### src/rtl/lpfr_pkg.sv
package lpfr_pkg;

    localparam int unsigned BYTE_W    = 8;
    localparam int unsigned WORD_W    = 16;
    localparam int unsigned CFG_IDX_W = 1;
    localparam int unsigned CFG_DATA_W = WORD_W;

    localparam logic [WORD_W-1:0] SYNC_WORD_RST = 16'hF00D;
    localparam logic [WORD_W-1:0] MAX_LEN_RST   = 16'd2048;

    localparam logic [CFG_IDX_W-1:0] CFG_SYNC_WORD = 1'd0;
    localparam logic [CFG_IDX_W-1:0] CFG_MAX_LEN   = 1'd1;

    typedef enum logic [1:0] {
        PH_SYNC    = 2'd0,
        PH_LENGTH  = 2'd1,
        PH_PAYLOAD = 2'd2,
        PH_CLOSED  = 2'd3
    } phase_t;

    typedef enum logic [1:0] {
        KIND_DATA     = 2'd0,
        KIND_EMPTY    = 2'd1,
        KIND_BAD_SYNC = 2'd2,
        KIND_OVERSIZE = 2'd3
    } kind_t;

    typedef struct packed {
        logic [BYTE_W-1:0] payload_byte;
        logic              end_of_packet;
        kind_t             result_kind;
    } result_t;

    // handshake between the parser and the result register
    typedef struct packed {
        logic    valid;
        result_t result;
    } res_beat_t;

endpackage

### src/rtl/lpfr_if.sv
interface lpfr_byte_if import lpfr_pkg::*; ();
    logic              valid;
    logic              ready;
    logic [BYTE_W-1:0] in_byte;

    modport source (output valid, output in_byte, input ready);
    modport sink   (input valid, input in_byte, output ready);
endinterface

interface lpfr_result_if import lpfr_pkg::*; ();
    logic              valid;
    logic              ready;
    logic [BYTE_W-1:0] payload_byte;
    logic              end_of_packet;
    kind_t             result_kind;

    modport source (output valid, output payload_byte, output end_of_packet,
                    output result_kind, input ready);
    modport sink   (input valid, input payload_byte, input end_of_packet,
                    input result_kind, output ready);
endinterface

### src/rtl/lpfr_in_stage.sv
module lpfr_in_stage import lpfr_pkg::*;
(
    input  logic              clk,
    input  logic              rst_n,
    lpfr_byte_if.sink         rx,
    input  logic              take,
    output logic              item_valid,
    output logic [BYTE_W-1:0] item_byte
);

    logic              valid_reg;
    logic              valid_next;
    logic [BYTE_W-1:0] byte_reg;

    // refill in the same cycle the held beat is taken
    assign rx.ready   = !valid_reg || take;
    assign valid_next = rx.valid ? 1'b1 : (valid_reg && !take);

    always_ff @(posedge clk or negedge rst_n)
    begin
        if (!rst_n)
        begin
            valid_reg <= 1'b0;
        end
        else if (rx.ready)
        begin
            valid_reg <= valid_next;
        end
    end

    always_ff @(posedge clk)
    begin
        if (rx.valid && rx.ready)
        begin
            byte_reg <= rx.in_byte;
        end
    end

    assign item_valid = valid_reg;
    assign item_byte  = byte_reg;

endmodule

### src/rtl/lpfr_parser.sv
module lpfr_parser import lpfr_pkg::*;
(
    input  logic              clk,
    input  logic              rst_n,
    input  logic              item_valid,
    input  logic [BYTE_W-1:0] item_byte,
    input  logic [WORD_W-1:0] sync_word,
    input  logic [WORD_W-1:0] max_payload_len,
    input  logic              out_free,
    output logic              take,
    output res_beat_t         res
);

    phase_t            phase_reg, phase_next;
    logic              high_byte_next_reg, high_byte_next_next;
    logic [BYTE_W-1:0] low_byte_hold_reg, low_byte_hold_next;
    logic [WORD_W-1:0] bytes_remaining_reg, bytes_remaining_next;
    logic [WORD_W-1:0] word;
    logic              has_res;
    result_t           result;

    assign take = item_valid && out_free;
    assign word = {item_byte, low_byte_hold_reg};

    always_comb
    begin
        phase_next           = phase_reg;
        high_byte_next_next  = high_byte_next_reg;
        low_byte_hold_next   = low_byte_hold_reg;
        bytes_remaining_next = bytes_remaining_reg;
        has_res              = 1'b0;
        result.payload_byte  = '0;
        result.end_of_packet = 1'b0;
        result.result_kind   = KIND_DATA;

        unique case (phase_reg) inside
            PH_SYNC, PH_LENGTH:
            begin
                if (!high_byte_next_reg)
                begin
                    low_byte_hold_next  = item_byte;
                    high_byte_next_next = 1'b1;
                end
                else
                begin
                    high_byte_next_next = 1'b0;
                    low_byte_hold_next  = '0;
                    if (phase_reg == PH_SYNC)
                    begin
                        if (word != sync_word)
                        begin
                            phase_next         = PH_CLOSED;
                            has_res            = 1'b1;
                            result.result_kind = KIND_BAD_SYNC;
                        end
                        else
                        begin
                            phase_next = PH_LENGTH;
                        end
                    end
                    else if (word > max_payload_len)
                    begin
                        phase_next         = PH_CLOSED;
                        has_res            = 1'b1;
                        result.result_kind = KIND_OVERSIZE;
                    end
                    else if (word == '0)
                    begin
                        phase_next           = PH_SYNC;
                        has_res              = 1'b1;
                        result.end_of_packet = 1'b1;
                        result.result_kind   = KIND_EMPTY;
                    end
                    else
                    begin
                        bytes_remaining_next = word;
                        phase_next           = PH_PAYLOAD;
                    end
                end
            end
            PH_PAYLOAD:
            begin
                if (bytes_remaining_reg == '0)
                begin
                    // cannot be reached; recover to hunting for a sync word
                    phase_next          = PH_SYNC;
                    high_byte_next_next = 1'b0;
                end
                else
                begin
                    bytes_remaining_next = bytes_remaining_reg - WORD_W'(1);
                    has_res              = 1'b1;
                    result.payload_byte  = item_byte;
                    if (bytes_remaining_reg == WORD_W'(1))
                    begin
                        phase_next           = PH_SYNC;
                        high_byte_next_next  = 1'b0;
                        low_byte_hold_next   = '0;
                        result.end_of_packet = 1'b1;
                    end
                end
            end
            PH_CLOSED:
            begin
                // dropping everything until reset
            end
            default:
            begin
                phase_next = phase_reg;
            end
        endcase
    end

    always_ff @(posedge clk or negedge rst_n)
    begin
        if (!rst_n)
        begin
            phase_reg           <= PH_SYNC;
            high_byte_next_reg  <= 1'b0;
            low_byte_hold_reg   <= '0;
            bytes_remaining_reg <= '0;
        end
        else if (take)
        begin
            phase_reg           <= phase_next;
            high_byte_next_reg  <= high_byte_next_next;
            low_byte_hold_reg   <= low_byte_hold_next;
            bytes_remaining_reg <= bytes_remaining_next;
        end
    end

    assign res.valid  = take && has_res;
    assign res.result = result;

    a_closed_sticks: assert property (@(posedge clk) disable iff (!rst_n)
        phase_reg == PH_CLOSED |=> phase_reg == PH_CLOSED)
        else $error("receiver left closed state");

    a_payload_count: assert property (@(posedge clk) disable iff (!rst_n)
        phase_reg == PH_PAYLOAD |-> bytes_remaining_reg != '0)
        else $error("payload phase with nothing left");

    a_error_closes: assert property (@(posedge clk) disable iff (!rst_n)
        res.valid && (res.result.result_kind == KIND_BAD_SYNC
                      || res.result.result_kind == KIND_OVERSIZE)
        |=> phase_reg == PH_CLOSED)
        else $error("error result without closing");

    a_header_parity: assert property (@(posedge clk) disable iff (!rst_n)
        (phase_reg == PH_PAYLOAD || phase_reg == PH_CLOSED) && take
        |=> phase_reg != PH_LENGTH || !high_byte_next_reg)
        else $error("length word started mid-byte");

endmodule

### src/rtl/lpfr_out_stage.sv
module lpfr_out_stage import lpfr_pkg::*;
(
    input  logic        clk,
    input  logic        rst_n,
    input  res_beat_t   res,
    output logic        out_free,
    lpfr_result_if.source pkt
);

    logic    valid_reg;
    result_t result_reg;

    assign out_free = !valid_reg || pkt.ready;

    always_ff @(posedge clk or negedge rst_n)
    begin
        if (!rst_n)
        begin
            valid_reg <= 1'b0;
        end
        else if (out_free)
        begin
            valid_reg <= res.valid;
        end
    end

    always_ff @(posedge clk)
    begin
        if (out_free && res.valid)
        begin
            result_reg <= res.result;
        end
    end

    assign pkt.valid         = valid_reg;
    assign pkt.payload_byte  = result_reg.payload_byte;
    assign pkt.end_of_packet = result_reg.end_of_packet;
    assign pkt.result_kind   = result_reg.result_kind;

endmodule

### src/rtl/length_prefixed_frame_receiver_core.sv
// Length-prefixed frame receiver.
// rx carries the link byte stream, one byte per beat. Each frame is a 16-bit
// little-endian sync word, a 16-bit little-endian length, then the payload.
// pkt carries one result per payload byte (end_of_packet on the last one),
// an empty-packet result for a zero length, or an error result for a bad
// sync word or an oversize length; after an error all bytes are dropped
// until reset. Header bytes that pass give no result.
// Throughput: one byte per clock while pkt is not stalled, set by the single
// parse stage between the input register and the result register. A byte
// taken on rx is held in the input register, parsed, and its result is
// registered in the result register before it is offered on pkt.
// When pkt stalls, the result register holds and the input register takes
// one more byte only if it is empty; rx.ready then drops until pkt frees up.
// Reset clears both stages, returns to hunting for a sync word and restores
// sync_word to 0xF00D and max_payload_len to 2048. Registers are written via
// cfg_we/cfg_index/cfg_wdata and should only change while the block is idle.
module length_prefixed_frame_receiver_core import lpfr_pkg::*;
(
    input  logic                 clk,
    input  logic                 rst_n,
    lpfr_byte_if.sink            rx,
    lpfr_result_if.source        pkt,
    input  logic                 cfg_we,
    input  logic [CFG_IDX_W-1:0] cfg_index,
    input  logic [CFG_DATA_W-1:0] cfg_wdata
);

    logic [WORD_W-1:0] sync_word_reg;
    logic [WORD_W-1:0] max_payload_len_reg;
    logic              take;
    logic              out_free;
    logic              item_valid;
    logic [BYTE_W-1:0] item_byte;
    res_beat_t         res;

    always_ff @(posedge clk or negedge rst_n)
    begin
        if (!rst_n)
        begin
            sync_word_reg       <= SYNC_WORD_RST;
            max_payload_len_reg <= MAX_LEN_RST;
        end
        else if (cfg_we)
        begin
            unique case (cfg_index)
                CFG_SYNC_WORD: sync_word_reg       <= cfg_wdata[WORD_W-1:0];
                CFG_MAX_LEN:   max_payload_len_reg <= cfg_wdata[WORD_W-1:0];
                default:       sync_word_reg       <= sync_word_reg;
            endcase
        end
    end

    lpfr_in_stage u_in_stage (
        .clk        (clk),
        .rst_n      (rst_n),
        .rx         (rx),
        .take       (take),
        .item_valid (item_valid),
        .item_byte  (item_byte)
    );

    lpfr_parser u_parser (
        .clk             (clk),
        .rst_n           (rst_n),
        .item_valid      (item_valid),
        .item_byte       (item_byte),
        .sync_word       (sync_word_reg),
        .max_payload_len (max_payload_len_reg),
        .out_free        (out_free),
        .take            (take),
        .res             (res)
    );

    lpfr_out_stage u_out_stage (
        .clk      (clk),
        .rst_n    (rst_n),
        .res      (res),
        .out_free (out_free),
        .pkt      (pkt)
    );

endmodule
### src/flat_wrapper.sv
// flat-port wrapper written by rule: the top's interface ports become plain ports
module length_prefixed_frame_receiver_core_flat import lpfr_pkg::*;
  (clk, rst_n, cfg_we, cfg_index, cfg_wdata, rx_valid, rx_in_byte, rx_ready, pkt_valid, pkt_payload_byte, pkt_end_of_packet, pkt_result_kind, pkt_ready);
  lpfr_byte_if rx_i ();
  lpfr_result_if pkt_i ();
  input  logic clk;
  input  logic rst_n;
  input  logic cfg_we;
  input  logic [CFG_IDX_W-1:0] cfg_index;
  input  logic [CFG_DATA_W-1:0] cfg_wdata;
  input wire logic [$bits(rx_i.valid)-1:0] rx_valid;
  input wire logic [$bits(rx_i.in_byte)-1:0] rx_in_byte;
  output wire logic [$bits(rx_i.ready)-1:0] rx_ready;
  output wire logic [$bits(pkt_i.valid)-1:0] pkt_valid;
  output wire logic [$bits(pkt_i.payload_byte)-1:0] pkt_payload_byte;
  output wire logic [$bits(pkt_i.end_of_packet)-1:0] pkt_end_of_packet;
  output wire logic [$bits(pkt_i.result_kind)-1:0] pkt_result_kind;
  input wire logic [$bits(pkt_i.ready)-1:0] pkt_ready;
  assign rx_i.valid = rx_valid;
  assign rx_i.in_byte = rx_in_byte;
  assign rx_ready = rx_i.ready;
  assign pkt_valid = pkt_i.valid;
  assign pkt_payload_byte = pkt_i.payload_byte;
  assign pkt_end_of_packet = pkt_i.end_of_packet;
  assign pkt_result_kind = pkt_i.result_kind;
  assign pkt_i.ready = pkt_ready;
  length_prefixed_frame_receiver_core u_core (.clk(clk), .rst_n(rst_n), .rx(rx_i), .pkt(pkt_i), .cfg_we(cfg_we), .cfg_index(cfg_index), .cfg_wdata(cfg_wdata));
endmodule
### config.mk
export PLATFORM = sky130hd
export DESIGN_NAME = length_prefixed_frame_receiver_core_flat
export DESIGN_NICKNAME = d
export VERILOG_FILES = /design/src/rtl/lpfr_pkg.sv /design/src/rtl/lpfr_if.sv /design/src/rtl/lpfr_in_stage.sv /design/src/rtl/lpfr_parser.sv /design/src/rtl/lpfr_out_stage.sv /design/src/rtl/length_prefixed_frame_receiver_core.sv /design/src/flat_wrapper.sv
export SDC_FILE = /design/constraint.sdc
export NUM_CORES = 1
export LEC_CHECK = 0
export BUFFER_PORTS_ARGS = -buffer_cell sky130_fd_sc_hd__buf_2
export CAP_MARGIN = 20
export CORE_ASPECT_RATIO = 0.75
export CORE_UTILIZATION = 52
export CTS_BUF_LIST = sky130_fd_sc_hd__clkbuf_8
export DETAILED_ROUTE_END_ITERATION = 12
export PLACE_DENSITY = 0.74
export SYNTH_ARGS = -nofsm -noshare
export SYNTH_HDL_FRONTEND = slang
export SYNTH_HIERARCHICAL = 1
export SYNTH_SLANG_ARGS = --single-unit
### constraint.sdc
create_clock -name clk -period 3.3 [get_ports clk]
set_input_delay 0.495 -clock clk [delete_from_list [all_inputs] [get_ports clk]]
set_output_delay 0.495 -clock clk [all_outputs]
set_load 0.05 [all_outputs]
==> results.toml <==
[setup_path]
cp-start-kind = "flip-flop"
r2r-start = "u_core/u_in_stage/item_byte[5]"
rrSetupSlack_ns = 0.39
worstPathBufferInverterCount = 1
critical_path.reg2reg.endpoint = "u_core/u_out_stage/pkt.end_of_packet"
worstSetupPathType = "flip-flop to flip-flop"
timing.critical_path.max_delay_family = "simple AND/OR/NAND/NOR gates"
worstPathRequired_ns = 3.47
path_cells = "ha_1, nand4_1, nor4_1, and4_1, a31oi_2, buf_4, or4_1, o31ai_1"
cpPeakStageDelay_ns = 0.52
ff2ff_path_depth = 8
crit_path_max_fanout = 20
timing.critical_path.slowest_stage_cell = "sky130_fd_sc_hd__or4_1"
critical_path_arrival_ns = 3.08
endpoint_kind = "flip-flop"

[synthesis]
mappedNetlistArea_um2 = 4530
synth_cell_type_count = 64
synth_ff_type = "sky130_fd_sc_hd__dfrtp_1"
ffs_latches_synth = 80
ys_top_cells_by_area = "sky130_fd_sc_hd__dfrtp_1, sky130_fd_sc_hd__edfxtp_1, sky130_fd_sc_hd__mux2_2"
yosys_warnings = 6
synth-seq-area-share_pct = 46.5
postSynthAreaPerCell_um2 = 10.9
fraction_of_registers_with_async_set_or_reset_after_synthesis_pct = 76.3
synth_enable_flop_cells = 19
synth.largest_area_cell = "sky130_fd_sc_hd__dfrtp_1"
synth_largest_type_area_fraction_pct = 29.3
synthesis.instances = 414
synth.net_count = 462

[clocking]
cts-root-to-sink-buffers = 2
cts_setup_buffers = 0
tritoncts = "yes"
worst_setup_hold_path_clk_slew_ns = 0.08
htree_levels = 3
clock-root-buffer = "sky130_fd_sc_hd__clkbuf_8"
clock_sink_count = 80
source_to_sink_clock_delay_at_the_later_pin_of_the_worst_skew_pair_ns = 0.37
cts_buffers = 9
hold_buffers = 0
post_cts.resized_instances = 0

[finish]
final_nets = 505
antenna_cells = 0
areaGrowthSynthToFinish_pct = 13.0
post_route_cells_drive_above_1_share_pct = 27.9
num-fill-cells = 685
final_cell_mix = "sky130_fd_sc_hd__dfrtp_1, sky130_fd_sc_hd__buf_2, sky130_fd_sc_hd__nor2_1"
fin_util_pct = 60.6
final_common_cell = "sky130_fd_sc_hd__dfrtp_1"

[route]
viasPerCell = 6.40
drt_first_pass_iters = 5
drt.antenna.violating_nets = 0
drt_drc_violations_left = 0
first_iter_violations = 377
vias = 3646
wl_per_cell_um = 20.6
routed_wl_um = 11700

[min_path]
hold_path_end = "u_core/u_in_stage/item_byte[1]"
hold_class = "primary input to flip-flop"
min_from = "rx_in_byte[1]"
hold_path_depth = 1

[sta]
postLayoutSetupSlackWorst_ns = 0.387
final_max_slew_viol_count = 0
finalCritPeriodShare_pct = 88.3
relSlewSlack_pct = 48.3
tightest_slew_ns = 0.775
totalNegativeSetupSlack_ns = 0
timing.hold.ws_ns = 0.296
final_period_minus_worst_setup_slack_ns = 2.91
timing.final.hold_violations = 0
grt_setup_unrepaired = "no"
setup_viol_count_final = 0
skew_ns = 0.00951
clock.fmax_mhz = 343

[global_routing]
grt_antenna_before_repair = 0
grt_start_max_net_pins = 44
grtUsageTotal_pct = 28.0
vias_in_the_first_global_route = 3511
first_pass_grt_wire_length_um = 18900
overflow = 0

[place]
globalplace.congestion = 0.918
io_buffer_count = 42
place_worst_setup_slack_ns = 0.535
place_hpwl_um = 8400

[pwr]
report.power.total_uw = 4410
powerDensity_nw_per_um2 = 861
ir_worst_vdd_mv = 0.578
cellLeakagePower_uw = 0.00223

[floorplan]
io_pins = 43
start_util_pct = 53.6
area_of_the_die_um2 = 9090
placement_rows = 29
coreArea_um2 = 8450
die_height_um = 82.8
chipWidth_um = 110

[run_status]
run_status = "completed"

[run]
cap_viol_max_count = 0
## power breakdown
group	switching [µW]	internal (µW)	leakage [µW]
registers	326	1290	0.000909
logic	1120	683	0.00119
clock network	385	605	0.000137
total	1830	2580	0.00223
## metrics by stage
| step | cells | instance area (µm²) |
|---|---|---|
| final | 570 | 5120 |
| after floorplan | 414 | 4530 |
| after global placement | 552 | 4810 |
| after CTS | 568 | 5090 |
| after detailed placement | 552 | 4810 |
| after global routing | 570 | 5120 |
## layer usage
| metal | up-vias | track usage, % | wire, µm |
|---|---|---|---|
| li1 | 1623 | - | - |
| met1 | 1812 | 42.6 | 5510 |
| met2 | 188 | 39.8 | 5120 |
| met3 | 23 | 6.51 | 889 |
| met4 | 0 | 7.64 | 200 |
| met5 | - | 0 | 0 |
## layout make-up
class / instances / area [µm²] / area share [%]
clock buffer: 10 / 138 / 2.69
sequential: 80 / 2110 / 41.2
timing repair buffer: 54 / 315 / 6.16
inverter: 22 / 82.6 / 1.61
clock inverter: 6 / 138 / 2.69
tap: 108 / 135 / 2.64
multi-input combinational: 290 / 2200 / 43.1
## cells by family after synthesis
family	Yosys count	share of synthesized area, %
AND/OR/NAND/NOR	137	17.8
buffers and inverters	44	4.83
adder cells (fa/ha/maj)	18	4.97
XOR/XNOR	16	3.09
AO/OA/AOI/OAI	84	13.4
multiplexers	35	9.44
flip-flops	80	46.5
## cell usage after synthesis (2+ instances only)
cell and number:
sky130_fd_sc_hd__a21oi_1 20, sky130_fd_sc_hd__o32a_1 3, sky130_fd_sc_hd__nor4_1 11, sky130_fd_sc_hd__buf_2 4, sky130_fd_sc_hd__nor2_1 34, sky130_fd_sc_hd__dfstp_2 8
sky130_fd_sc_hd__dfrtp_1 53, sky130_fd_sc_hd__buf_1 2, sky130_fd_sc_hd__ha_1 18, sky130_fd_sc_hd__o21ai_1 9, sky130_fd_sc_hd__inv_1 22, sky130_fd_sc_hd__nor4b_1 8
sky130_fd_sc_hd__mux2_2 22, sky130_fd_sc_hd__edfxtp_1 19, sky130_fd_sc_hd__nor2b_1 3, sky130_fd_sc_hd__a41oi_1 2, sky130_fd_sc_hd__and2_4 2, sky130_fd_sc_hd__o31ai_1 3
sky130_fd_sc_hd__nand2b_1 5, sky130_fd_sc_hd__nand3_1 12, sky130_fd_sc_hd__o41ai_1 2, sky130_fd_sc_hd__nand2_1 11, sky130_fd_sc_hd__o221ai_1 8, sky130_fd_sc_hd__nand4_1 7
sky130_fd_sc_hd__buf_6 6, sky130_fd_sc_hd__a21o_1 9, sky130_fd_sc_hd__clkbuf_1 9, sky130_fd_sc_hd__nand2b_4 2, sky130_fd_sc_hd__xnor2_1 16, sky130_fd_sc_hd__or4_1 2
sky130_fd_sc_hd__mux2i_1 3, sky130_fd_sc_hd__o21ai_0 8, sky130_fd_sc_hd__mux2_4 10, sky130_fd_sc_hd__a22oi_1 3, sky130_fd_sc_hd__nor3_1 9, sky130_fd_sc_hd__o211ai_1 4
sky130_fd_sc_hd__and3_1 12, sky130_fd_sc_hd__or3_1 7
## worst max path at each step
stage / start / endpoint / depth (start not counted)
global placement: u_core/u_in_stage/item_byte[5] / u_core/u_out_stage/pkt.end_of_packet / 8
floorplan: u_core/u_in_stage/item_byte[7] / u_core/u_out_stage/pkt.end_of_packet / 10
finish: u_core/u_in_stage/item_byte[5] / u_core/u_out_stage/pkt.end_of_packet / 8
CTS: u_core/u_in_stage/item_byte[5] / u_core/u_out_stage/pkt.end_of_packet / 8
detailed placement: u_core/u_in_stage/item_byte[5] / u_core/u_out_stage/pkt.end_of_packet / 8
global route: u_core/u_in_stage/item_byte[5] / u_core/u_out_stage/pkt.end_of_packet / 8
Note: power is estimated with default switching activity, not from simulation.
